## config.mk

```make
export PLATFORM = sky130hd
export DESIGN_NAME = wav_stream_parser_stereo
export DESIGN_NICKNAME = d
export VERILOG_FILES = /design/src/wsp_pkg.sv /design/src/wsp_parser.sv /design/src/wsp_convert.sv /design/src/wav_stream_parser_stereo.sv
export SDC_FILE = /design/constraint.sdc
export NUM_CORES = 2
export LEC_CHECK = 0
export BUFFER_PORTS_ARGS = -buffer_cell sky130_fd_sc_hd__buf_2
export CORE_UTILIZATION = 43
export CTS_CLUSTER_DIAMETER = 80
export CTS_CLUSTER_SIZE = 12
export DETAILED_ROUTE_END_ITERATION = 8
export HOLD_SLACK_MARGIN = 0.1
export SYNTH_ARGS = -nofsm -noshare
export SYNTH_HDL_FRONTEND = slang
export SYNTH_SLANG_ARGS = --single-unit
```

## constraint.sdc

```tcl
create_clock -name clk -period 10.05 [get_ports clk]
set_input_delay 1.005 -clock clk [delete_from_list [all_inputs] [get_ports clk]]
set_output_delay 1.005 -clock clk [all_outputs]
set_load 0.01 [all_outputs]
```

## src/wsp_pkg.sv

```systemverilog
// Package: shared types and codes for the stereo WAVE stream parser.
`timescale 1ns / 1ps
package wsp_pkg;

  typedef struct packed {
    logic [7:0] data_byte;
    logic       end_of_file;
  } wsp_in_t;

  typedef struct packed {
    logic [31:0] left_sample;
    logic [31:0] right_sample;
    logic        frame_valid;
    logic [2:0]  status;
    logic        finished;
  } wsp_out_t;

  // Raw frame handed from the parser to the sample converter.
  typedef struct packed {
    logic        frame_valid;
    logic [2:0]  status;
    logic        finished;
    logic        is_pcm;
    logic        is_single;
    logic [63:0] left_raw;
    logic [63:0] right_raw;
  } wsp_item_t;

  localparam logic [2:0] ST_OK        = 3'd0;
  localparam logic [2:0] ST_NOT_RIFF  = 3'd1;
  localparam logic [2:0] ST_NOT_WAVE  = 3'd2;
  localparam logic [2:0] ST_ALIGN     = 3'd3;
  localparam logic [2:0] ST_COMPRESS  = 3'd4;
  localparam logic [2:0] ST_CHANNELS  = 3'd5;
  localparam logic [2:0] ST_BITS      = 3'd6;
  localparam logic [2:0] ST_EOF       = 3'd7;

  localparam logic [31:0] ID_RIFF = 32'h4646_4952;
  localparam logic [31:0] ID_WAVE = 32'h4556_4157;
  localparam logic [31:0] ID_FMT  = 32'h2074_6D66;
  localparam logic [31:0] ID_DATA = 32'h6174_6164;

  localparam logic [15:0] TAG_PCM   = 16'd1;
  localparam logic [15:0] TAG_FLOAT = 16'd3;

  localparam logic [1:0] KIND_OTHER = 2'd0;
  localparam logic [1:0] KIND_FMT   = 2'd1;
  localparam logic [1:0] KIND_DATA  = 2'd2;

endpackage

```

## src/wsp_parser.sv

```systemverilog
// Chunk walker: header checks, fmt capture, skipping and frame byte capture.
`timescale 1ns / 1ps
module wsp_parser (
  input  logic              clk,
  input  logic              rst_n,
  input  logic              advance,
  input  logic              in_valid,
  input  wsp_pkg::wsp_in_t  in_beat,
  output logic              item_valid_r,
  output wsp_pkg::wsp_item_t item_r
);
  import wsp_pkg::*;

  typedef enum logic [7:0] {
    PH_RIFF   = 8'b0000_0001,
    PH_FSIZE  = 8'b0000_0010,
    PH_WAVE   = 8'b0000_0100,
    PH_CKID   = 8'b0000_1000,
    PH_CKSIZE = 8'b0001_0000,
    PH_FMT    = 8'b0010_0000,
    PH_SKIP   = 8'b0100_0000,
    PH_DATA   = 8'b1000_0000
  } phase_t;

  phase_t      phase_r, phase_nxt;
  logic [31:0] shift_r, shift_nxt;
  logic [1:0]  cnt_r, cnt_nxt;
  logic [31:0] rem_r, rem_nxt;
  logic [1:0]  kind_r, kind_nxt;
  logic        pad_r, pad_nxt;
  logic [15:0] tag_r, tag_nxt;
  logic [15:0] ch_r, ch_nxt;
  logic [15:0] align_r, align_nxt;
  logic [15:0] bits_r, bits_nxt;
  logic [15:0] idx_r, idx_nxt;
  logic [63:0] lcap_r, lcap_nxt;
  logic [63:0] rcap_r, rcap_nxt;
  logic        stop_r, stop_nxt;
  logic        item_valid_nxt;
  wsp_item_t   item_nxt;

  logic        accept;
  logic [7:0]  b;
  logic        word_done;
  logic        fin, fv;
  logic [2:0]  st;
  logic [28:0] expect_bytes;
  logic [3:0]  bps;
  logic [2:0]  lidx, ridx;
  logic [15:0] loff, roff, lrel, rrel;

  assign accept = in_valid && advance && !stop_r;
  assign b      = in_beat.data_byte;

  always_comb begin
    phase_nxt = phase_r;
    shift_nxt = shift_r;
    cnt_nxt   = cnt_r;
    rem_nxt   = rem_r;
    kind_nxt  = kind_r;
    pad_nxt   = pad_r;
    tag_nxt   = tag_r;
    ch_nxt    = ch_r;
    align_nxt = align_r;
    bits_nxt  = bits_r;
    idx_nxt   = idx_r;
    lcap_nxt  = lcap_r;
    rcap_nxt  = rcap_r;
    stop_nxt  = stop_r;
    fin       = 1'b0;
    fv        = 1'b0;
    st        = ST_OK;
    word_done = 1'b0;
    expect_bytes = '0;
    bps  = bits_r[6:3];
    lidx = 3'd0;
    ridx = 3'd1;
    case (ch_r)
      16'd1: begin lidx = 3'd0; ridx = 3'd0; end
      16'd4: begin lidx = 3'd0; ridx = 3'd2; end
      16'd6: begin lidx = 3'd1; ridx = 3'd4; end
      default: begin lidx = 3'd0; ridx = 3'd1; end
    endcase
    loff = 16'(lidx * 7'(bps));
    roff = 16'(ridx * 7'(bps));
    lrel = idx_r - loff;
    rrel = idx_r - roff;

    // Gather header words little-endian.
    if ((phase_r == PH_RIFF) || (phase_r == PH_FSIZE) || (phase_r == PH_WAVE) ||
        (phase_r == PH_CKID) || (phase_r == PH_CKSIZE)) begin
      shift_nxt = {b, shift_r[31:8]};
      cnt_nxt   = cnt_r + 2'd1;
      word_done = (cnt_r == 2'd3);
    end

    case (phase_r)
      PH_RIFF: begin
        if (word_done) begin
          if (shift_nxt != ID_RIFF) begin fin = 1'b1; st = ST_NOT_RIFF; end
          else phase_nxt = PH_FSIZE;
        end
      end
      PH_FSIZE: begin
        if (word_done) phase_nxt = PH_WAVE;
      end
      PH_WAVE: begin
        if (word_done) begin
          if (shift_nxt != ID_WAVE) begin fin = 1'b1; st = ST_NOT_WAVE; end
          else phase_nxt = PH_CKID;
        end
      end
      PH_CKID: begin
        if (word_done) begin
          kind_nxt  = (shift_nxt == ID_FMT)  ? KIND_FMT :
                      (shift_nxt == ID_DATA) ? KIND_DATA : KIND_OTHER;
          phase_nxt = PH_CKSIZE;
        end
      end
      PH_CKSIZE: begin
        if (word_done) begin
          rem_nxt = shift_nxt;
          if (kind_r == KIND_FMT) begin
            idx_nxt   = '0;
            phase_nxt = PH_FMT;
          end else if (kind_r == KIND_DATA) begin
            if (tag_r == TAG_PCM)
              st = (bits_r == 16'd16) ? ST_OK : ST_BITS;
            else if (tag_r == TAG_FLOAT)
              st = ((bits_r == 16'd32) || (bits_r == 16'd64)) ? ST_OK : ST_BITS;
            else
              st = ST_COMPRESS;
            if ((st != ST_OK) || (shift_nxt == '0)) begin
              fin = 1'b1;
            end else begin
              idx_nxt   = '0;
              lcap_nxt  = '0;
              rcap_nxt  = '0;
              phase_nxt = PH_DATA;
            end
          end else begin
            pad_nxt   = shift_nxt[0];
            phase_nxt = (shift_nxt == '0) ? PH_CKID : PH_SKIP;
          end
        end
      end
      PH_FMT: begin
        case (idx_r)
          16'd0:  tag_nxt   = {8'd0, b};
          16'd1:  tag_nxt   = {b, tag_r[7:0]};
          16'd2:  ch_nxt    = {8'd0, b};
          16'd3:  ch_nxt    = {b, ch_r[7:0]};
          16'd12: align_nxt = {8'd0, b};
          16'd13: align_nxt = {b, align_r[7:0]};
          16'd14: bits_nxt  = {8'd0, b};
          16'd15: bits_nxt  = {b, bits_r[7:0]};
          default: ;
        endcase
        idx_nxt = idx_r + 16'd1;
        if (idx_r == 16'd15) begin
          idx_nxt      = '0;
          expect_bytes = 29'(ch_nxt) * 29'(bits_nxt[15:3]);
          if (29'(align_nxt) != expect_bytes)
            st = ST_ALIGN;
          else if ((tag_nxt != TAG_PCM) && (tag_nxt != TAG_FLOAT))
            st = ST_COMPRESS;
          else if ((ch_nxt == 16'd0) || (ch_nxt == 16'd5) || (ch_nxt > 16'd6))
            st = ST_CHANNELS;
          if (st != ST_OK) begin
            fin = 1'b1;
          end else if (rem_r > 32'd16) begin
            rem_nxt   = rem_r - 32'd16;
            pad_nxt   = rem_r[0];
            phase_nxt = PH_SKIP;
          end else begin
            rem_nxt   = '0;
            pad_nxt   = 1'b0;
            phase_nxt = PH_CKID;
          end
        end
      end
      PH_SKIP: begin
        if (rem_r != '0) rem_nxt = rem_r - 32'd1;
        else pad_nxt = 1'b0;
        if ((rem_nxt == '0) && !pad_nxt) phase_nxt = PH_CKID;
      end
      PH_DATA: begin
        if ((idx_r >= loff) && (lrel < 16'(bps)) && (lrel < 16'd8))
          lcap_nxt = lcap_r | ({56'd0, b} << {lrel[2:0], 3'b000});
        if ((idx_r >= roff) && (rrel < 16'(bps)) && (rrel < 16'd8))
          rcap_nxt = rcap_r | ({56'd0, b} << {rrel[2:0], 3'b000});
        idx_nxt = idx_r + 16'd1;
        rem_nxt = rem_r - 32'd1;
        if (idx_nxt >= align_r) begin
          fv = 1'b1;
          idx_nxt = '0;
        end
        if (rem_nxt == '0) fin = 1'b1;
      end
      default: begin
        fin = 1'b1;
        st  = ST_EOF;
      end
    endcase

    if (!fin && in_beat.end_of_file) begin
      fin = 1'b1;
      st  = ST_EOF;
    end
    if (fin) stop_nxt = 1'b1;

    item_nxt.frame_valid = fv;
    item_nxt.status      = st;
    item_nxt.finished    = fin;
    item_nxt.is_pcm      = (tag_r == TAG_PCM);
    item_nxt.is_single   = (bits_r == 16'd32);
    item_nxt.left_raw    = lcap_nxt;
    item_nxt.right_raw   = rcap_nxt;
    item_valid_nxt       = accept && (fin || fv);

    // Clear captures once the frame leaves.
    if (fv) begin
      lcap_nxt = '0;
      rcap_nxt = '0;
    end
  end

  always_ff @(posedge clk) begin
    if (!rst_n) begin
      phase_r <= PH_RIFF;
      shift_r <= '0;
      cnt_r   <= '0;
      rem_r   <= '0;
      kind_r  <= KIND_OTHER;
      pad_r   <= 1'b0;
      tag_r   <= TAG_FLOAT;
      ch_r    <= 16'd2;
      align_r <= '0;
      bits_r  <= '0;
      idx_r   <= '0;
      lcap_r  <= '0;
      rcap_r  <= '0;
      stop_r  <= 1'b0;
      item_valid_r <= 1'b0;
    end else begin
      if (accept) begin
        phase_r <= phase_nxt;
        shift_r <= shift_nxt;
        cnt_r   <= cnt_nxt;
        rem_r   <= rem_nxt;
        kind_r  <= kind_nxt;
        pad_r   <= pad_nxt;
        tag_r   <= tag_nxt;
        ch_r    <= ch_nxt;
        align_r <= align_nxt;
        bits_r  <= bits_nxt;
        idx_r   <= idx_nxt;
        lcap_r  <= lcap_nxt;
        rcap_r  <= rcap_nxt;
        stop_r  <= stop_nxt;
      end
      if (advance) item_valid_r <= item_valid_nxt;
    end
  end

  always_ff @(posedge clk) begin
    if (advance) item_r <= item_nxt;
  end

endmodule

```

## src/wsp_convert.sv

```systemverilog
// Sample converter: PCM16, single and double to single, into the result register.
`timescale 1ns / 1ps
module wsp_convert (
  input  logic               clk,
  input  logic               rst_n,
  input  logic               advance,
  input  logic               item_valid,
  input  wsp_pkg::wsp_item_t item,
  output logic               out_valid_r,
  output wsp_pkg::wsp_out_t  out_beat_r
);
  import wsp_pkg::*;

  function automatic logic [31:0] pcm_to_sgl(input logic [15:0] x);
    logic [15:0] mag;
    logic [3:0]  msb;
    logic [15:0] norm;
    logic [31:0] r;
    mag = x[15] ? (~x + 16'd1) : x;
    msb = '0;
    for (int k = 0; k < 16; k++) begin
      if (mag[k]) msb = 4'(k);
    end
    norm = mag << (4'd15 - msb);
    r = {x[15], 8'(8'd112 + 8'(msb)), norm[14:0], 8'd0};
    if (mag == '0) r = '0;
    return r;
  endfunction

  function automatic logic [31:0] dbl_to_sgl(input logic [63:0] d);
    logic [31:0] sgn;
    logic [10:0] e;
    logic [51:0] m;
    logic [52:0] sig, kept, remv, half, mask;
    logic [5:0]  sh;
    logic [31:0] r;
    sgn  = {d[63], 31'd0};
    e    = d[62:52];
    m    = d[51:0];
    sig  = {1'b1, m};
    sh   = (e >= 11'd897) ? 6'd29 : 6'(11'd926 - e);
    kept = sig >> sh;
    mask = (53'd1 << sh) - 53'd1;
    remv = sig & mask;
    half = 53'd1 << (sh - 6'd1);
    if ((remv > half) || ((remv == half) && kept[0])) kept = kept + 53'd1;
    if (e == 11'h7FF) begin
      if (m == '0) r = sgn | 32'h7F80_0000;
      else r = sgn | 32'h7FC0_0000 | {10'd0, m[50:29]};
    end else if ((e == '0) || (e < 11'd873)) begin
      r = sgn;
    end else if (e >= 11'd1151) begin
      r = sgn | 32'h7F80_0000;
    end else if (e >= 11'd897) begin
      r = sgn | ((32'(e - 11'd897) << 23) + kept[31:0]);
    end else begin
      r = sgn | kept[31:0];
    end
    return r;
  endfunction

  function automatic logic [31:0] conv(input logic [63:0] raw, input logic pcm,
                                       input logic sgl);
    logic [31:0] r;
    if (pcm) r = pcm_to_sgl(raw[15:0]);
    else if (sgl) r = raw[31:0];
    else r = dbl_to_sgl(raw);
    return r;
  endfunction

  wsp_out_t out_nxt;

  always_comb begin
    out_nxt.frame_valid  = item.frame_valid;
    out_nxt.status       = item.status;
    out_nxt.finished     = item.finished;
    out_nxt.left_sample  = '0;
    out_nxt.right_sample = '0;
    if (item.frame_valid) begin
      out_nxt.left_sample  = conv(item.left_raw, item.is_pcm, item.is_single);
      out_nxt.right_sample = conv(item.right_raw, item.is_pcm, item.is_single);
    end
  end

  always_ff @(posedge clk) begin
    if (!rst_n) out_valid_r <= 1'b0;
    else if (advance) out_valid_r <= item_valid;
  end

  always_ff @(posedge clk) begin
    if (advance) out_beat_r <= out_nxt;
  end

endmodule

```

## src/wav_stream_parser_stereo.sv

```systemverilog
// Top level: byte-serial WAVE parser delivering stereo single-precision frames.
// A byte's result beat is registered in the parser item register, then in the result register.
// Throughput: one byte per cycle while advancing; the pipeline advances whenever the result
// register is empty or being taken, so in_stall depends only on out_valid and out_stall.
// Reset: synchronous active-low rst_n returns to expecting the RIFF id with
// float/stereo defaults; after a finished beat all later bytes are dropped.
`timescale 1ns / 1ps
module wav_stream_parser_stereo (
  input  logic              clk,
  input  logic              rst_n,
  input  logic              in_valid,
  output logic              in_stall,
  input  wsp_pkg::wsp_in_t  in_beat,
  output logic              out_valid,
  input  logic              out_stall,
  output wsp_pkg::wsp_out_t out_beat
);
  import wsp_pkg::*;

  logic      advance;
  logic      item_valid;
  wsp_item_t item;

  // Advance both stages together whenever the result slot frees up.
  assign advance  = !out_valid || !out_stall;
  assign in_stall = !advance;

  // Stage one: parse the byte, update chunk state, capture raw frame bytes.
  wsp_parser u_parser (
    .clk          (clk),
    .rst_n        (rst_n),
    .advance      (advance),
    .in_valid     (in_valid),
    .in_beat      (in_beat),
    .item_valid_r (item_valid),
    .item_r       (item)
  );

  // Stage two: turn raw samples into single-precision words and hold the beat.
  wsp_convert u_convert (
    .clk         (clk),
    .rst_n       (rst_n),
    .advance     (advance),
    .item_valid  (item_valid),
    .item        (item),
    .out_valid_r (out_valid),
    .out_beat_r  (out_beat)
  );

endmodule

```

# Yosys cells after proc, flatten, opt, wreduce, memory -nomap -nowiden
# Cells that the tools add are included.
[totals] regBits=492 latch_bits=0 ram_bits=0 mem_bits_ro=0 in_bits=13 wordCells=377 memories=0
[op_classes] add_sub_neg=24 n_mul=3 n_div=0 order_cmp=17 eq_ne=55 n_shift=10 n_mux=166 bitwise_logic=12 reduce_logical=61
[op_table] op="32-bit 2-to-1 mux" count=31
[op_table] op="64-bit 2-to-1 mux" count=12
[op_table] op="64-bit case mux with 2 select lines" count=2
[op_table] op="1-bit by 6-bit left shift with 53-bit output (first input constant)" count=4
[op_table] op="16-bit 2-to-1 mux" count=12
[op_table] op="32-bit OR" count=4
[op_table] op="64-bit OR" count=2
[op_table] op="16-bit case mux with 2 select lines" count=4
[op_table] op="32-bit case mux with 4 select lines" count=1
[op_table] op="8-bit by 6-bit left shift with 64-bit output" count=2
[op_table] op="53-bit bitwise AND" count=2
[op_table] op="53-bit == test" count=2
[op_table] op="53-bit > comparator" count=2
[op_table] op="53-bit by 6-bit >> shifter with 32-bit output" count=2
[op_table] op="53-bit by 1-bit subtractor with 53-bit output (second input constant)" count=2
[op_table] op="52-bit zero test" count=2
[op_table] op="4-bit 2-to-1 mux" count=26
[op_table] op="8-bit 2-to-1 mux" count=13
[op_table] op="32-bit zero test" count=3
[op_table] op="3-bit 2-to-1 mux" count=23
[op_table] op="32-bit by 1-bit adder with 32-bit output (second input constant)" count=2
[op_table] op="32-bit adder" count=2
[op_table] op="16-bit by 4-bit == test with 1-bit output (second input constant)" count=4
[op_table] op="16-bit zero test" count=4
[op_table] op="78 further kinds" count=185

# Longest topological paths before layout
[logic_depth] ltp_word=24 ltp_mapped=47

# Hierarchy
# From an unflattened synthesis, not the netlist that was laid out.
[hier_totals] hier_cells=6982 area_unflattened_um2=53207.3
[by_module_without_submodules] module="wsp_parser" instances=1 cells_per_inst=3206 area_each_um2=27971.8
[by_module_without_submodules] module="wsp_convert" instances=1 cells_per_inst=3774 area_each_um2=25225.4
[by_module_without_submodules] module="wav_stream_parser_stereo" instances=1 cells_per_inst=2 area_each_um2=10.0

# Least setup slack after synthesis
# OpenSTA, ideal clock, no wires.
[synth_path] kind="register to register" startpoint="register u_parser.item_r[52] (netlist name)" endpoint="register u_convert.out_beat_r[35] (netlist name), data pin" t_arrival_ps=9658 required_time_ps=9792 setup_slack_ps=134 stages_incl_launch_ff=46 n_path_buf=9 period_less_slack_ps=9916 cell_sequence="edfxtp_1 > clkbuf_1 > clkbuf_1 > inv_1 > ha_1 > clkbuf_1 > clkbuf_1 > buf_1 > clkbuf_1 > buf_1 > nand2_1 > nor2_1 > nand2_1 > ha_1 > o221ai_1 > nor3_1 > nand3_1 > nand4bb_1 > [10 not listed] > o211ai_1 > o211ai_1 > nor4_2 > buf_2 > nand4_1 > xnor2_1 > inv_1 > ha_1 > a21o_1 > a21oi_1 > nor2b_1 > o21ai_0 > nand2b_1 > a21o_1 > a21oi_1 > xnor2_1 > a21o_1 > o221a_2"
[synth_between] elab_chain_cells=20 word_cells_on_any_way=33 classes_between="add/sub (6); order compare (4); eq/ne (2); shift (3); mux (11); bitwise (3); reduce/logical (4)"
[synth_rtl] item="start, declared" line_no="wsp_parser.sv:10" rtl="output wsp_pkg::wsp_item_t item_r"
[synth_rtl] item="start signal, assigned" line_no="wsp_parser.sv:267" rtl="if (advance) item_r <= item_nxt;"
[synth_rtl] item="parallel branches: the longest is 17 deep, another holds 53-bit by 1-bit subtractor with 53-bit output"
[synth_rtl] item="32-bit 2-to-1 mux (*)" line_no="wsp_convert.sv:47" rtl="if (e == 11'h7FF) begin"
[synth_rtl] item="32-bit 2-to-1 mux (*)" line_no="wsp_convert.sv:66" rtl="else if (sgl) r = raw[31:0];"
[synth_rtl] item="32-bit 2-to-1 mux (*)" line_no="wsp_convert.sv:65" rtl="if (pcm) r = pcm_to_sgl(raw[15:0]);"
[synth_rtl] item="end signal, assigned" line_no="wsp_convert.sv:91" rtl="if (advance) out_beat_r <= out_nxt;"
[synth_rtl] item="end, declared" line_no="wsp_convert.sv:10" rtl="output wsp_pkg::wsp_out_t out_beat_r"
# Mark *: on every way between the ends. The select of a mux whose other input is x is not followed.
# A chain may end at the register's enable or synchronous reset.

# Worst setup path after layout
[layout_path] startpoint="register u_parser.idx_r[4]" endpoint="register u_parser.phase_r[3]"
[layout_between] elab_chain_cells=14 word_cells_on_any_way=35 classes_between="mul (1); order compare (1); eq/ne (13); mux (13); reduce/logical (7)"
[layout_rtl] item="start, declared" line_no="wsp_parser.sv:35" rtl="logic [15:0] idx_r, idx_nxt;"
[layout_rtl] item="start signal, assigned" line_no="wsp_parser.sv:257" rtl="idx_r <= idx_nxt;"
[layout_rtl] item="parallel branches: the longest is 13 deep, another holds 16-bit by 13-bit multiplier with 29-bit output"
[layout_rtl] item="13-bit AND reduction (no source line) (*)"
[layout_rtl] item="end signal, assigned" line_no="wsp_parser.sv:247" rtl="phase_r <= phase_nxt;"
[layout_rtl] item="end, declared" line_no="wsp_parser.sv:25" rtl="phase_t phase_r, phase_nxt;"
# Marked as above.

==> run summary <==
clk_lat worst skew - 650 ps
initial core utilization - 43.56%
Startpoint Class - register
Worst Reg2Reg Path Length in Cells - 28
hold_sp - u_parser.lcap_r[16]
first-pass GRT wire length - 368700 µm
DRT iter0 DRCs - 8455
worst hold path depth - 2
buffers and inverters on the worst path - 5
Tot GR Track Use - 41.23%
post-route ant nets - 0
H-tree levels - 2
CTS tree - done
DR vias/cell - 6.776
number of library cell types mapped by synthesis - 107
WL/cell - 30.72 µm
switching share of power - 31.97%
vias post-DR - 56379
largest net degree at the start of global routing - 90
Crit Reg-Reg Startpoint - u_parser.idx_r[4]
post-synthesis sequential area ratio - 23.37%
Gate power share - 19.7%
clock power share - 36.7%
max_cap viols - 0
Inserted Clock Buffers - 51
asr flop ratio synth - 0%
ranking of synthesized cells by area - edfxtp_1, dfxtp_1, ha_1
Sink Count - 492
io pins - 84
largest buffer count on any clock path - 3
initial antenna violation count - 35
# rows - 125
total power - 0.004968 W
CP Capture Type - register
root buffer cell - clkbuf_16
WS Path Type - register to register
Final HPWL DP - 186800 µm
Slew HR - 3.488%
DRT Pass-1 Iters - 9
run status - complete, but fails checks
RSZ-0062 raised after global routing - no
die height - 346.0 µm
violated checks - design-rule violations
top-count cell post-synth - nor2_1
Tcrit/Tclk final - 94.44%
Synth Register Bits - 492
Hold Crit Class - register to register
DRC viols - 1
final WL - 255600 µm
Crit-path slowest cell - or4_1
Yosys Warn Count - 0
Post-synth EDFFs - 204
Clk pin slew, worst setup/hold paths - 70 ps
die area - 119700 µm²
CP Max Fanout - 17
Yosys top cell area share - 12.04%
Most common cell on crit path - fa_1
worst vdd ir - 117.4 µV
Max Slew Vio Count - 0
Synth Flop Type - dfxtp_1
Core Area - 116800 µm²
Setup violations, final - 0
maximum operating frequency - 0.1054 GHz
nets - 7183
port buffer count - 83
leading area contributor after synthesis - edfxtp_1
share of cells above drive strength 1 - 10.14%
P_int - 0.003380 W
cell count after synthesis - 6762
grt total ovfl - 0
Critical Path RT - 10590 ps
net switching power - 0.001588 W
most frequent cells after synthesis - nor2_1, nand2_1, a21oi_1
Slew @ Worst Pin - 1434 ps
P&R area growth vs syn - 9.474%
Seq pwr share - 43.6%
post-route minimum period - 9492 ps
vias in the first global route - 52252
Stages on worst setup path - 28
syn nets - 7201
Synth Area per Inst - 7.526 µm²
CP startpoint - u_parser.idx_r[4]
CP peak stage delay - 610 ps
Fin. Hold Viols - 0
synthesized area - 50890 µm²
Fin Setup TNS - 0 ps
cell family with most CP delay - adder cells
Worst EP arrival - 10030 ps
pwr dens - 89.18 nW/µm²
clock skew - 25.43 ps
Leak - 22.66 nW
Die X - 346.0 µm
GP Congestion - 1.130
final timing paths:
kind                    endpoint  slack [ps]
min reg2reg  u_parser.lcap_r[16]         450
max reg2reg  u_parser.phase_r[3]         560
max          u_parser.phase_r[3]         560
min          u_parser.lcap_r[16]         450
power by group through the flow:
stage                     combinational [W]  sequential (W)  clock (W)
after floorplan                    0.000564         0.00216          0
after global placement             0.000936         0.00220          0
after detailed placement           0.000929         0.00220          0
after CTS                          0.000932         0.00216    0.00186
after global routing                0.00101         0.00216    0.00193
final                              0.000979         0.00217    0.00182
cell usage in the layout (no fill, tap or decap), types with 106 or more instances in the layout:
cell type	n
o21ai_0	279
ha_1	264
dfxtp_1	288
buf_4	365
nor3_1	244
nor2_1	823
inv_1	291
nand3_1	184
nor4_1	106
nand2_1	787
xnor2_1	125
a21oi_1	518
fa_1	161
a211oi_1	142
mux2i_1	148
edfxtp_1	204
kinds of logic (layout without fill, tap and decap cells):
family	Yosys count	count (layout)	synth area share (%)
AOI/OAI and AO/OA	1815	1815	23.85
xor gates and xnor gates	226	226	3.917
adders and majority gates	426	426	12.85
buffers and inverters	814	834	6.216
DFF	492	492	23.37
muxes	175	175	3.531
other	0	15	0
and+or+nand+nor	2814	2814	26.27
through the flow:
step                utilization (%)  area (µm²)  hold slack (ps)  setup WS (ps)  cells
finish                        47.68       55710            452.5          558.5   8321
global route                  47.66       55680            463.7         0.1155   8308
CTS                           47.62       55630            452.0          544.3   8302
detailed placement            46.30       54090            415.2          566.8   8211
global placement              46.30       54090            433.6          676.5   8211
floorplan                         -       50890            400.3          133.9   6762
layer usage:
layer / up-vias / track usage (%) / share of wire, %
met2: 3791 / 58.78 / 41
met1: 27157 / 55.16 / 41
met5: - / 0 / 0.15
met3: 821 / 14.88 / 13
li1: 24560 / - / -
met4: 50 / 18.77 / 5.3
worst register-to-register path: cells and delay by family, from the launching register on:
kind / cells / cell delay [ps]
adders and majority gates: 6 / 2990
AOI/OAI and AO/OA: 11 / 2640
and+or+nand+nor: 6 / 2450
buffers and inverters: 5 / 880
DFF: 1 / 420
flip-flops by register name, summed over array words and instances (netlist names), 16 cells and up:
signal	flops
u_convert.out_beat_r	69
u_parser.rem_r	32
u_parser.bits_r	16
u_parser.tag_r	16
u_parser.align_r	16
u_parser.rcap_r	64
u_parser.shift_r	32
u_parser.item_r	135
u_parser.ch_r	16
u_parser.idx_r	16
u_parser.lcap_r	64
final cells by class:
cell class	instances	area, µm²
antenna	15	37.54
clock buffer	79	1424
clock inverter	12	115.1
fill	11714	61120
inverter	293	1105
multi-input combinational	5456	36030
sequential	492	11890
tap	1524	1907
timing repair buffer	450	3196
what timing repair did:
item                       CTS  global route
setup endpoints to repair    0            41
hold endpoints to repair     0             0
hold buffers                 0             0
buffers inserted             0             4
gates resized for setup      0             2
Power figures use the tool's default switching activity.
